File: src/hw/rtl/fwrm_pkg.sv
// ----------------------------------------------------------------------------
// fwrm_pkg
// Shared types and constants of the windowed frame rate meter: field widths,
// the Q8 milliseconds-per-second constant and the controller/datapath bundles.
// ----------------------------------------------------------------------------
package fwrm_pkg;

  localparam int TS_W   = 32;  // timestamp and interval width
  localparam int FPS_W  = 24;  // rate output, Q16.8
  localparam int AVG_W  = 32;  // mean interval output
  localparam int FA_W   = 5;   // frames_averaged output
  localparam int STEP_W = 6;   // divider step counter

  // 1000 ms per second scaled by 2^8
  localparam int                 MS_Q8_W     = 18;
  localparam logic [MS_Q8_W-1:0] MS_PER_S_Q8 = 18'd256000;

  localparam logic [FPS_W-1:0] FPS_MAX = {FPS_W{1'b1}};

  // controller to datapath
  typedef struct packed {
    logic capture;    // take the input beat, read the ring slot
    logic update;     // write ring, update sum, slot, count, last timestamp
    logic start_fps;  // start divider on 256000*count / sum
    logic start_avg;  // start divider on sum / count
    logic fps_latch;  // keep the rate quotient
    logic avg_latch;  // keep the mean quotient
    logic load_out;   // load the output register
  } cmd_t;

  // datapath to controller
  typedef struct packed {
    logic sum_zero;
    logic div_done;
    logic out_free;
  } sts_t;

endpackage : fwrm_pkg

File: src/hw/rtl/fwrm_div.sv
// ----------------------------------------------------------------------------
// fwrm_div
// Restoring divider, one quotient bit per cycle. The caller preloads the
// partial remainder and the dividend bits, and gives the number of steps.
// ----------------------------------------------------------------------------
module fwrm_div #(
  parameter int SUM_W = 36
) (
  input  logic                        clk,
  input  logic                        rst_n,
  input  logic                        start,
  input  logic [SUM_W-1:0]            rem_init,
  input  logic [fwrm_pkg::TS_W-1:0]   quo_init,
  input  logic [SUM_W-1:0]            divisor,
  input  logic [fwrm_pkg::STEP_W-1:0] steps,
  output logic                        done,
  output logic [fwrm_pkg::TS_W-1:0]   quotient
);

  logic [SUM_W-1:0]            rem_r, rem_nxt;
  logic [fwrm_pkg::TS_W-1:0]   quo_r, quo_nxt;
  logic [SUM_W-1:0]            div_r;
  logic [fwrm_pkg::STEP_W-1:0] cnt_r, cnt_nxt;
  logic                        busy_r, busy_nxt;
  logic                        done_r, done_nxt;

  logic [SUM_W:0]   shifted;
  logic [SUM_W+1:0] diff;
  logic             ge;

  always_comb begin
    shifted = {rem_r, quo_r[fwrm_pkg::TS_W-1]};
    diff    = {1'b0, shifted} - {2'b00, div_r};
    ge      = ~diff[SUM_W+1];
  end

  always_comb begin
    rem_nxt  = rem_r;
    quo_nxt  = quo_r;
    cnt_nxt  = cnt_r;
    busy_nxt = busy_r;
    done_nxt = 1'b0;
    if (start) begin
      rem_nxt  = rem_init;
      quo_nxt  = quo_init;
      cnt_nxt  = steps;
      busy_nxt = 1'b1;
    end else if (busy_r) begin
      rem_nxt = ge ? diff[SUM_W-1:0] : shifted[SUM_W-1:0];
      quo_nxt = {quo_r[fwrm_pkg::TS_W-2:0], ge};
      cnt_nxt = cnt_r - fwrm_pkg::STEP_W'(1);
      if (cnt_r == fwrm_pkg::STEP_W'(1)) begin
        busy_nxt = 1'b0;
        done_nxt = 1'b1;
      end
    end
  end

  always_ff @(posedge clk) begin
    if (!rst_n) begin
      busy_r <= 1'b0;
      done_r <= 1'b0;
      cnt_r  <= '0;
    end else begin
      busy_r <= busy_nxt;
      done_r <= done_nxt;
      cnt_r  <= cnt_nxt;
    end
  end

  always_ff @(posedge clk) begin
    rem_r <= rem_nxt;
    quo_r <= quo_nxt;
    if (start) div_r <= divisor;
  end

  assign done     = done_r;
  assign quotient = quo_r;

`ifndef SYNTHESIS
  a_no_restart: assert property (@(posedge clk) disable iff (!rst_n)
    start |-> !busy_r)
    else $error("divider started while busy");

  a_done_after_last: assert property (@(posedge clk) disable iff (!rst_n)
    (busy_r && !start && cnt_r == fwrm_pkg::STEP_W'(1)) |=> (done_r && !busy_r))
    else $error("divider did not finish after its last step");
`endif

endmodule : fwrm_div

File: src/hw/rtl/fwrm_dp.sv
// ----------------------------------------------------------------------------
// fwrm_dp
// Datapath: interval ring memory, running sum, slot and frame counters, the
// shared divider, and the output register.
// ----------------------------------------------------------------------------
module fwrm_dp #(
  parameter int WINDOW_DEPTH = 16
) (
  input  logic                       clk,
  input  logic                       rst_n,
  input  logic [fwrm_pkg::TS_W-1:0]  in_timestamp_ms,
  input  fwrm_pkg::cmd_t             cmd,
  output fwrm_pkg::sts_t             sts,
  input  logic                       out_stall,
  output logic                       out_valid,
  output logic [fwrm_pkg::FPS_W-1:0] out_fps_q8,
  output logic [fwrm_pkg::AVG_W-1:0] out_avg_interval_ms,
  output logic [fwrm_pkg::FA_W-1:0]  out_frames_averaged,
  output logic                       out_zero_interval
);

  localparam int CNT_W  = $clog2(WINDOW_DEPTH + 1);
  localparam int SLOT_W = (WINDOW_DEPTH > 1) ? $clog2(WINDOW_DEPTH) : 1;
  localparam int SUM_W  = fwrm_pkg::TS_W + $clog2(WINDOW_DEPTH);
  localparam int NUM_W  = fwrm_pkg::MS_Q8_W + CNT_W;
  localparam int TS_W   = fwrm_pkg::TS_W;

  logic [TS_W-1:0] ring_mem [WINDOW_DEPTH];

  logic [TS_W-1:0]   ts_r, interval_r, old_r;
  logic [TS_W-1:0]   last_ts_r;
  logic [SLOT_W-1:0] slot_r, slot_nxt;
  logic [CNT_W-1:0]  count_r, count_nxt;
  logic [SUM_W-1:0]  sum_r, sum_nxt;
  logic              full;

  logic [fwrm_pkg::FPS_W-1:0] fps_res_r;
  logic [fwrm_pkg::AVG_W-1:0] avg_res_r;
  logic                       out_valid_r, out_valid_nxt;
  logic [fwrm_pkg::FPS_W-1:0] out_fps_r;
  logic [fwrm_pkg::AVG_W-1:0] out_avg_r;
  logic [fwrm_pkg::FA_W-1:0]  out_fa_r;
  logic                       out_zero_r;

  logic                        div_start;
  logic [SUM_W-1:0]            div_rem_init;
  logic [TS_W-1:0]             div_quo_init;
  logic [SUM_W-1:0]            div_divisor;
  logic [fwrm_pkg::STEP_W-1:0] div_steps;
  logic                        div_done;
  logic [TS_W-1:0]             div_quotient;
  logic [NUM_W-1:0]            fps_num;
  logic [fwrm_pkg::FPS_W-1:0]  fps_sat;

  // ring: read the slot on capture, write the new interval on update
  always_ff @(posedge clk) begin
    if (cmd.capture) old_r <= ring_mem[slot_r];
    if (cmd.update) ring_mem[slot_r] <= interval_r;
  end

  always_ff @(posedge clk) begin
    if (cmd.capture) begin
      ts_r       <= in_timestamp_ms;
      interval_r <= in_timestamp_ms - last_ts_r;
    end
  end

  always_comb begin
    full      = (count_r == CNT_W'(WINDOW_DEPTH));
    slot_nxt  = (slot_r == SLOT_W'(WINDOW_DEPTH - 1)) ? '0 : slot_r + SLOT_W'(1);
    count_nxt = full ? count_r : count_r + CNT_W'(1);
    // oldest interval leaves the sum once the window is full
    sum_nxt   = sum_r - (full ? SUM_W'(old_r) : '0) + SUM_W'(interval_r);
  end

  always_ff @(posedge clk) begin
    if (!rst_n) begin
      last_ts_r <= '0;
      slot_r    <= '0;
      count_r   <= '0;
      sum_r     <= '0;
    end else if (cmd.update) begin
      last_ts_r <= ts_r;
      slot_r    <= slot_nxt;
      count_r   <= count_nxt;
      sum_r     <= sum_nxt;
    end
  end

  // divider operands: rate numerator is left-aligned so NUM_W steps suffice
  always_comb begin
    fps_num   = NUM_W'(fwrm_pkg::MS_PER_S_Q8) * NUM_W'(count_r);
    div_start = cmd.start_fps | cmd.start_avg;
    if (cmd.start_avg) begin
      div_rem_init = SUM_W'(sum_r >> TS_W);
      div_quo_init = sum_r[TS_W-1:0];
      div_divisor  = SUM_W'(count_r);
      div_steps    = fwrm_pkg::STEP_W'(TS_W);
    end else begin
      div_rem_init = '0;
      div_quo_init = {fps_num, {(TS_W - NUM_W){1'b0}}};
      div_divisor  = sum_r;
      div_steps    = fwrm_pkg::STEP_W'(NUM_W);
    end
  end

  fwrm_div #(
    .SUM_W (SUM_W)
  ) u_div (
    .clk      (clk),
    .rst_n    (rst_n),
    .start    (div_start),
    .rem_init (div_rem_init),
    .quo_init (div_quo_init),
    .divisor  (div_divisor),
    .steps    (div_steps),
    .done     (div_done),
    .quotient (div_quotient)
  );

  assign fps_sat = (|div_quotient[TS_W-1:fwrm_pkg::FPS_W]) ? fwrm_pkg::FPS_MAX
                                                           : div_quotient[fwrm_pkg::FPS_W-1:0];

  always_ff @(posedge clk) begin
    if (cmd.fps_latch) fps_res_r <= fps_sat;
    if (cmd.avg_latch) avg_res_r <= div_quotient;
  end

  // output register
  assign out_valid_nxt = cmd.load_out | (out_valid_r & out_stall);

  always_ff @(posedge clk) begin
    if (!rst_n) begin
      out_valid_r <= 1'b0;
    end else begin
      out_valid_r <= out_valid_nxt;
    end
  end

  always_ff @(posedge clk) begin
    if (cmd.load_out) begin
      out_fa_r <= fwrm_pkg::FA_W'(count_r);
      if (sum_r == '0) begin
        out_fps_r  <= fwrm_pkg::FPS_MAX;
        out_avg_r  <= '0;
        out_zero_r <= 1'b1;
      end else begin
        out_fps_r  <= fps_res_r;
        out_avg_r  <= avg_res_r;
        out_zero_r <= 1'b0;
      end
    end
  end

  always_comb begin
    sts.sum_zero = (sum_r == '0);
    sts.div_done = div_done;
    sts.out_free = ~out_valid_r | ~out_stall;
  end

  assign out_valid           = out_valid_r;
  assign out_fps_q8          = out_fps_r;
  assign out_avg_interval_ms = out_avg_r;
  assign out_frames_averaged = out_fa_r;
  assign out_zero_interval   = out_zero_r;

`ifndef SYNTHESIS
  a_empty_sum_zero: assert property (@(posedge clk) disable iff (!rst_n)
    (count_r == '0) |-> (sum_r == '0))
    else $error("interval sum non-zero with no frames seen");
`endif

endmodule : fwrm_dp

File: src/hw/rtl/fwrm_ctrl.sv
// ----------------------------------------------------------------------------
// fwrm_ctrl
// Controller: sequences one frame event through ring update, rate division,
// mean division and output load; a zero interval sum skips both divisions.
// ----------------------------------------------------------------------------
module fwrm_ctrl (
  input  logic           clk,
  input  logic           rst_n,
  input  logic           in_valid,
  output logic           in_stall,
  output fwrm_pkg::cmd_t cmd,
  input  fwrm_pkg::sts_t sts
);

  typedef enum logic [6:0] {
    S_IDLE    = 7'b0000001,
    S_UPD     = 7'b0000010,
    S_FPS_GO  = 7'b0000100,
    S_FPS_RUN = 7'b0001000,
    S_AVG_GO  = 7'b0010000,
    S_AVG_RUN = 7'b0100000,
    S_FIN     = 7'b1000000
  } state_t;

  state_t state_r, state_nxt;

  always_comb begin
    state_nxt = state_r;
    cmd       = '0;
    case (state_r)
      S_IDLE: begin
        if (in_valid) begin
          cmd.capture = 1'b1;
          state_nxt   = S_UPD;
        end
      end
      S_UPD: begin
        cmd.update = 1'b1;
        state_nxt  = S_FPS_GO;
      end
      S_FPS_GO: begin
        // zero sum needs no division
        if (sts.sum_zero) begin
          state_nxt = S_FIN;
        end else begin
          cmd.start_fps = 1'b1;
          state_nxt     = S_FPS_RUN;
        end
      end
      S_FPS_RUN: begin
        if (sts.div_done) begin
          cmd.fps_latch = 1'b1;
          state_nxt     = S_AVG_GO;
        end
      end
      S_AVG_GO: begin
        cmd.start_avg = 1'b1;
        state_nxt     = S_AVG_RUN;
      end
      S_AVG_RUN: begin
        if (sts.div_done) begin
          cmd.avg_latch = 1'b1;
          state_nxt     = S_FIN;
        end
      end
      S_FIN: begin
        if (sts.out_free) begin
          cmd.load_out = 1'b1;
          state_nxt    = S_IDLE;
        end
      end
      default: begin
        state_nxt = S_IDLE;
      end
    endcase
  end

  always_ff @(posedge clk) begin
    if (!rst_n) begin
      state_r <= S_IDLE;
    end else begin
      state_r <= state_nxt;
    end
  end

  assign in_stall = (state_r != S_IDLE);

`ifndef SYNTHESIS
  a_load_when_free: assert property (@(posedge clk) disable iff (!rst_n)
    cmd.load_out |-> sts.out_free)
    else $error("output loaded while occupied and stalled");

  a_accept_goes_update: assert property (@(posedge clk) disable iff (!rst_n)
    (in_valid && !in_stall) |=> (state_r == S_UPD))
    else $error("accepted beat not followed by ring update");
`endif

endmodule : fwrm_ctrl

File: src/hw/rtl/windowed_frame_rate_meter.sv
// A beat goes through capture, ring update, rate and mean division and output load, which
// waits for a free output; a zero interval sum skips the divisions. in_stall is high until
// the load, so no new beat is taken before it. The shared one-bit-per-cycle divider runs
// the rate (NUM_W = 18+clog2(WINDOW_DEPTH+1) steps), then the mean (32 steps).
// Reset (rst_n low, synchronous): empty window, zero sum, last timestamp zero,
// output register empty. The interval ring holds no reset value.
// ----------------------------------------------------------------------------
// windowed_frame_rate_meter
// Moving-average frame rate meter: frames per second in Q16.8 and mean frame
// interval over the last WINDOW_DEPTH millisecond-stamped frame events.
// ----------------------------------------------------------------------------
module windowed_frame_rate_meter #(
  parameter int WINDOW_DEPTH = 16
) (
  input  logic                       clk,
  input  logic                       rst_n,
  input  logic                       in_valid,
  output logic                       in_stall,
  input  logic [fwrm_pkg::TS_W-1:0]  in_timestamp_ms,
  output logic                       out_valid,
  input  logic                       out_stall,
  output logic [fwrm_pkg::FPS_W-1:0] out_fps_q8,
  output logic [fwrm_pkg::AVG_W-1:0] out_avg_interval_ms,
  output logic [fwrm_pkg::FA_W-1:0]  out_frames_averaged,
  output logic                       out_zero_interval
);

  fwrm_pkg::cmd_t cmd;
  fwrm_pkg::sts_t sts;

  fwrm_ctrl u_ctrl (
    .clk      (clk),
    .rst_n    (rst_n),
    .in_valid (in_valid),
    .in_stall (in_stall),
    .cmd      (cmd),
    .sts      (sts)
  );

  fwrm_dp #(
    .WINDOW_DEPTH (WINDOW_DEPTH)
  ) u_dp (
    .clk                 (clk),
    .rst_n               (rst_n),
    .in_timestamp_ms     (in_timestamp_ms),
    .cmd                 (cmd),
    .sts                 (sts),
    .out_stall           (out_stall),
    .out_valid           (out_valid),
    .out_fps_q8          (out_fps_q8),
    .out_avg_interval_ms (out_avg_interval_ms),
    .out_frames_averaged (out_frames_averaged),
    .out_zero_interval   (out_zero_interval)
  );

endmodule : windowed_frame_rate_meter

File: config.mk
export PLATFORM = sky130hd
export DESIGN_NAME = windowed_frame_rate_meter
export DESIGN_NICKNAME = d
export VERILOG_FILES = /design/src/hw/rtl/fwrm_pkg.sv /design/src/hw/rtl/fwrm_div.sv /design/src/hw/rtl/fwrm_dp.sv /design/src/hw/rtl/fwrm_ctrl.sv /design/src/hw/rtl/windowed_frame_rate_meter.sv
export SDC_FILE = /design/constraint.sdc
export NUM_CORES = 1
export LEC_CHECK = 0
export ABC_AREA = 1
export BUFFER_PORTS_ARGS = -buffer_cell sky130_fd_sc_hd__buf_2
export CORE_ASPECT_RATIO = 2
export CORE_MARGIN = 1
export CORE_UTILIZATION = 46
export CTS_CLUSTER_SIZE = 20
export DETAILED_ROUTE_END_ITERATION = 8
export MAX_ROUTING_LAYER = met4
export SETUP_SLACK_MARGIN = 0.02
export SLEW_MARGIN = 20
export SYNTH_ARGS = -nofsm -noshare
export SYNTH_HDL_FRONTEND = slang
export SYNTH_SLANG_ARGS = --single-unit
File: constraint.sdc
create_clock -name clk -period 6.8 [get_ports clk]
set_input_delay 0.68 -clock clk [delete_from_list [all_inputs] [get_ports clk]]
set_output_delay 0.68 -clock clk [all_outputs]
set_load 0.02 [all_outputs]
==> results by group, run 1 <==
Yosys
  – Synthesized area: 44020 um^2
  – Top cell type's share of synthesized area: 0.5662
  – Simple-Gate Fraction of Synth Area: 0.1550
  – Synth Area in Compound Gates: 0.09650
  – Largest cells by area after synthesis: edfxtp_1, nand2_1, nor2_1
  – Largest family of logic cells by synthesized area: simple AND/OR/NAND/NOR gates
  – Post-synth cell types: between 40 and 50
  – Seq/Total Area, Yosys: 0.6085
  – Async set-reset flop share out of synthesis: 0
  – Number of flops mapped to enable cells by yosys: 830
  – Post-synthesis mux area share: 0
  – Mapped Cells: between 4000 and 5000
  – YS warnings: 0
  – Xor/xnor share of the synthesized area: 0.01393
  – Syn_nets: 4598
  – Avg Cell Area, Syn: 10.04 um^2
  – FF+latch count, synth: 923
  – Largest area contributor in the netlist: edfxtp_1
  – Post-Synth Adder-Cell Area: 0.05839
  – Ys flop type: edfxtp_1

Critical path
  – Endpoint class of the critical path: register
  – CP peak stage delay: ~0.55 ns
  – Crit path launch type: register
  – Worst EP arrival: 5.15 ns
  – Worst EP required: approximately 7.4 ns
  – Cell with the most instances on the worst path: nand2_1
  – Worst reg2reg startpoint: u_dp.count_r[2]
  – CP Cell Sequence: inv_1 > ha_1 > nand3_1 > buf_4 > nor2_1 > ha_1 > inv_1 > ha_1 > fa_1 > nand3_1 > nand3_1 > nand2_1 > nand2_1 > nand2_1 > nand2_1 > nand2_1 > nand2_1 > nand2_1 > nand3_1 > nand2_1 > inv_1
  – Critical path's slowest cell: dfxtp_1
  – Critical path class: reg2reg
  – CP Launch Point: u_dp.count_r[2]
  – Crit Path Max Fanout: 34

STA
  – Slew @ Worst Pin: 1.144 ns
  – Final setup viols: 0
  – Fmax: 220.8 MHz
  – Final worst slack: around 2.3 ns
  – Clk_skew: about 0.026 ns
  – RSZ-0062 raised after global routing: false
  – Slew HR: 0.2353
  – Pins Over Slew Limit: 0
  – Setup TNS: 0 ns
  – Crit share post-route: 0.6660
  – Final hold vios: 0
  – Final min period: 4.529 ns

Routing
  – Vias: 31577
  – First-pass iteration count of the detailed router: 8
  – DR iter-0 viols: 2220
  – Avg WL per Cell: 22.70 um
  – Vias per cell: 5.490
  – Antenna Violating Nets Remaining: 0
  – Drt drc: 12
  – Routed wire length: 130600 um

Placement
  – I/O Buffers: 99
  – Worst slack, placed: 2.422 ns
  – Dpl hpwl: 89370 um
  – Global placement routability congestion: about 1.1

Clocking
  – Htree depth: 3
  – Post-CTS Setup Inserts: 0
  – Inserted Clock Buffers: between 80 and 90
  – Clk_lat worst skew: between 0.7 and 0.8 ns
  – Clock Pin Slew Worst Setup and Hold Paths: 0.07 ns
  – Resized cells post-CTS: 0
  – Max Buffers Root-to-Sink: 3
  – Root Buffer: clkbuf_16
  – Hold_buf cts: 0
  – Clock sink total: 923
  – CTS tree: yes

GRT
  – Largest net degree at the start of global routing: between 70 and 80
  – Remaining global-route overflow: 0
  – Global-route usage over all layers: 0.2815
  – Initial antenna violation count: 2
  – First-pass GRT wire length: between 150000 and 200000 um
  – Number of global-route vias before repair: 31675

Final layout
  – Commonest non-fill, non-tap cell in the layout: edfxtp_1
  – Share of cells above drive strength 1: 0.08313
  – Multi-input logic area: about 14000 um^2
  – Final core occ: 0.5140
  – Flip-flop and latch area: 26790 um^2
  – Fillers: 8697
  – Layout Nets: 4683
  – Area delta synth->final: 10.81%
  – Commonest non-fill, non-tap cells in the layout: edfxtp_1, nand2_1, inv_1

Status
  – Outcome: finished with violations
  – Failing checks: DRC

Min path
  – Worst min path class: in2reg
  – Hold Crit Start: in_timestamp_ms[0]

Die
  – FP Rows: 160
  – Initial Utilization: 0.4639
  – Die area: around 97000 um^2
  – Ports: 100
  – Core ar.: 94890 um^2
  – DIE HEIGHT: ~440 um
  – Horiz. Die Dim: 220.7 um

Power
  – Power Density: 265.0 nW/um^2
  – Leak: 19.19 nW
  – Worst IR Drop VDD: 0.3410 mV

Flow run
  – Max cap viols: 0
[flip-flops by register name, summed over array words and instances (netlist names), 36 cells and up]
signal,count
u_dp.ring_mem,512
u_dp.sum_r,36
u_dp.u_div.div_r,36
u_dp.u_div.rem_r,36
[stage by stage]
step / total power [W] / std cells / instance area, um^2 / hold slack, ns
floorplan: 0.007562 / 4383 / 44020 / 0.4264
global placement: 0.008140 / 5598 / 45990 / 0.4280
detailed placement: 0.008146 / 5598 / 45990 / 0.4340
CTS: 0.01300 / 5750 / 48770 / 0.1221
global route: 0.01336 / 5752 / 48780 / 0.1460
finish: 0.01293 / 5752 / 48780 / 0.1658
[final timing paths]
check / end / slack, ns / depth (start not counted)
max reg2reg: u_dp.sum_r[32] / 2.27 / 21
min reg2reg: u_dp.avg_res_r[11] / 0.44 / 0
max: u_dp.sum_r[32] / 2.27 / 21
min: u_dp.ts_r[0] / 0.17 / 1
[report_power, final]
group / internal (W) / switching [W]
combinational: 0.000438 / 0.00109
clock: 0.00267 / 0.00221
sequential: 0.00636 / 0.000155
total: 0.00947 / 0.00345
[critical path, delay by kind of cell (launching register included)]
| kind | cells | cell delay (ns) |
|---|---|---|
| buffers and inverters | 4 | 0.70 |
| adder cells (fa/ha/maj) | 4 | 1.32 |
| flip-flops | 1 | 0.55 |
| AND/OR/NAND/NOR | 13 | 1.83 |
[cell families (layout without fill, tap and decap cells)]
kind of cell | after synthesis | count (layout)
buffers and inverters | 773 | 925
DFF | 923 | 923
adders and majority gates | 179 | 179
AOI/OAI and AO/OA | 782 | 782
other | 0 | 2
xor gates and xnor gates | 70 | 70
and+or+nand+nor | 1656 | 1656
[cells in the mapped netlist, drive strengths merged, types with 3 or more instances]
library cell and n:
nand3 129, ha 135, inv 614, o211ai 18, o21ai 385, nor4 8
nand4 67, buf 44, xor2 43, clkinv 3, or2 25, o22ai 147
nor2 629, a21oi 195, o21a 3, clkbuf 112, a21boi 5, dfxtp 93
o31ai 3, a21o 7, o21bai 16, xnor2 27, edfxtp 830, nand2 755
fa 44, nor3 37
[per-layer routing]
metal	vias to the layer above	GRT usage	routed length (um)
met2	1068	0.5074	70090
met3	447	0.03700	5951
met4	0	0.2046	10850
li1	14939	-	-
met5	-	-	0
met1	15123	0.2700	43700
[area by class of cell]
cell class,instances,area share
clock buffers,100,0.04453
clock inverters,52,0.01244
well taps,1215,0.03117
inverters,617,0.04764
flip-flops and latches,923,0.5493
diodes,2,0.0001026
multi-input cells,2687,0.2959
repair buffers,156,0.01893
No activity file was read; power rests on OpenSTA's default activity.
==> inputs of run 2 (changes only) <==
ABC_AREA = 0   (was 1)
clock period = 3.8 ns   (was 6.8 ns; I/O delays follow)
==> results by group, run 2 <==
Status
  – Outcome: finished with violations
  – Failing checks: setup timing

Die
  – Ports: 100
  – Horiz. Die Dim: 214.4 um
  – Core ar.: 89210 um^2
  – DIE HEIGHT: between 400 and 500 um
  – Initial Utilization: 0.4654
  – FP Rows: 155
  – Die area: 91530 um^2

Routing
  – Vias: 24351
  – First-pass iteration count of the detailed router: 5
  – Routed wire length: 100700 um
  – DR iter-0 viols: around 1600
  – Vias per cell: approximately 5.5
  – Antenna Violating Nets Remaining: 0
  – Avg WL per Cell: 22.82 um
  – Drt drc: 0

STA
  – Final min period: 3.893 ns
  – RSZ-0062 raised after global routing: true
  – Fmax: ~260 MHz
  – Pins Over Slew Limit: 0
  – Setup TNS: -0.3999 ns
  – Hold_ws: 0.2457 ns
  – Clk_skew: between 0.03 and 0.04 ns
  – Slew HR: 0.4726
  – Final worst slack: -0.09263 ns
  – Crit share post-route: 1.024
  – Final hold vios: 0
  – Slew @ Worst Pin: 0.7802 ns
  – Final setup viols: 7

Critical path
  – Endpoint class of the critical path: register
  – Worst EP arrival: 4.45 ns
  – Crit Path Max Fanout: 5
  – Critical path class: reg2reg
  – Crit path launch type: register
  – Worst EP required: 4.35 ns

Power
  – Worst IR Drop VDD: 0.5284 mV
  – Leak: 17.01 nW
  – Power Density: 566.1 nW/um^2

Final layout
  – Diode count: 0
  – Commonest non-fill, non-tap cells in the layout: edfxtp_1, inv_1, nand2_1
  – Layout Nets: approximately 3400
  – Commonest non-fill, non-tap cell in the layout: edfxtp_1
  – Area delta synth->final: 17.60%
  – Non-Filler Instances: 4411
  – Reg with most FFs: u_dp.ring_mem
  – Final instance area: roughly 49000 um^2
  – Max reg flops: 512
  – Share of cells above drive strength 1: 0.2384

Clocking
  – CTS tree: yes
  – Clk_lat worst skew: 0.69 ns
  – Inserted Clock Buffers: 83
  – Max Buffers Root-to-Sink: 3
  – Root Buffer: clkbuf_16
  – Htree depth: 3
  – Clock Pin Slew Worst Setup and Hold Paths: 0.07 ns
  – Clock sink total: 923

Yosys
  – Async set-reset flop share out of synthesis: 0
  – Seq/Total Area, Yosys: 0.6452
  – Avg Cell Area, Syn: 14.56 um^2
  – Synthesized area: 41520 um^2
  – Top cell type's share of synthesized area: 0.6003
  – Post-synth cell types: 82
  – Mapped Cells: approximately 2900
  – YS warnings: 0
  – Most common cell in the netlist: edfxtp_1
  – Syn_nets: around 3100
  – FF+latch count, synth: 923
  – Largest cells by area after synthesis: edfxtp_1, mux4_2, dfxtp_1
  – Largest area contributor in the netlist: edfxtp_1
  – Ys flop type: edfxtp_1
  – Commonest cells in the netlist: edfxtp_1, inv_1, nand2_1, a21oi_1, mux4_2
  – Number of flops mapped to enable cells by yosys: 830

GRT
  – Remaining global-route overflow: 0
  – Number of global-route vias before repair: 25643
  – Global-route usage over all layers: 0.2296
  – First-pass GRT wire length: roughly 150000 um
  – Initial antenna violation count: 0
  – Largest net degree at the start of global routing: 97

Min path
  – Worst min path class: in2reg

Placement
  – I/O Buffers: 99
  – Worst slack, placed: -0.3831 ns
  – Dpl hpwl: 68340 um
  – Placed cell areas: 44930 um^2
  – Global placement routability congestion: 0.9135
  – Placed cell count: approximately 4200

Flow run
  – Max cap viols: 0
run 2: cell types whose count changed after synthesis, moves of 54 or more:
cell,delta
mux4_2,+160
o21ai_0,-312
nand3_1,-85
nand2_1,-543
inv_1,-353
o22ai_1,-140
nor2_1,-465
nand4_1,-54
run 2: worst max-delay path, stage by stage (launching register included):
cell and delay, ns:
dfxtp_4 0.37, inv_4 0.04, ha_4 0.14, and3_4 0.23
buf_6 0.14, buf_6 0.10, and2_4 0.13, fa_1 0.51
inv_2 0.05, buf_6 0.11, ha_4 0.20, a21oi_2 0.15
o211ai_1 0.10, buf_4 0.16, o211ai_1 0.20, o211ai_1 0.11
buf_4 0.18, buf_6 0.13, a21o_1 0.17, a21oi_4 0.20
o41ai_2 0.09, xnor2_1 0.14, o32ai_1 0.10
run 2: logic make-up (layout without fill, tap and decap cells):
group	Yosys count	count (layout)	share of synthesized area
buf+inv	369	751	0.03424
compound gates	456	456	0.06904
mux	190	190	0.09406
flops	923	923	0.6452
simple gates	627	627	0.07281
xor+xnor	108	108	0.02278
fa+ha+maj	179	179	0.06190
run 2: repair_timing:
item	CTS	global route
gates cloned	2	0
resized for setup	79	43
setup buffers	14	8
endpoints found under the setup margin	18	24
endpoints found under the hold margin	33	0
pin swaps	57	44
hold buffers	33	0
run 2: path summary, 6_finish.rpt:
kind                 startpoint  cells past startpoint  slack [ns]            endpoint
min reg2reg  u_dp.last_ts_r[24]                      2        0.45  u_dp.last_ts_r[24]
min                       rst_n                      4        0.25      u_dp.sum_r[33]
max reg2reg     u_dp.count_r[2]                     22       -0.09      u_dp.sum_r[19]
max             u_dp.count_r[2]                     22       -0.09      u_dp.sum_r[19]
run 2: per-layer routing:
| layer | up-vias | track usage | part of all wire |
|---|---|---|---|
| li1 | 11221 | - | - |
| met1 | 12296 | 0.2260 | 0.35 |
| met2 | 623 | 0.4392 | 0.57 |
| met3 | 211 | 0.03099 | 0.036 |
| met4 | 0 | 0.1102 | 0.050 |
| met5 | - | - | 0 |
run 2: per-stage QoR:
| step | util | total power [W] |
|---|---|---|
| 6_report | 0.5473 | 0.02764 |
| 5_1_grt | 0.5473 | 0.02885 |
| 4_1_cts | 0.5449 | 0.02768 |
| 3_5_place_dp | 0.5036 | 0.01851 |
| 3_3_place_gp | 0.5036 | 0.01836 |
| 2_1_floorplan | - | 0.01616 |
run 2: report_power, final:
part | switching, W | internal (W) | leakage (nW) | total, W
Clock | 0.00386 | 0.00470 | 1.32 | 0.00856
Sequential | 0.000370 | 0.0120 | 8.16 | 0.0124
Combinational | 0.00380 | 0.00293 | 7.53 | 0.00673
run 2: final cells by class:
class                   count  area [um^2]
well taps                1177         1473
fillers                  7240        40390
repair buffers            344         2743
multi-input cells        1560        14090
clock buffers             105         2180
inverters                 256        965.9
clock inverters            46        565.5
flip-flops and latches    923        26810
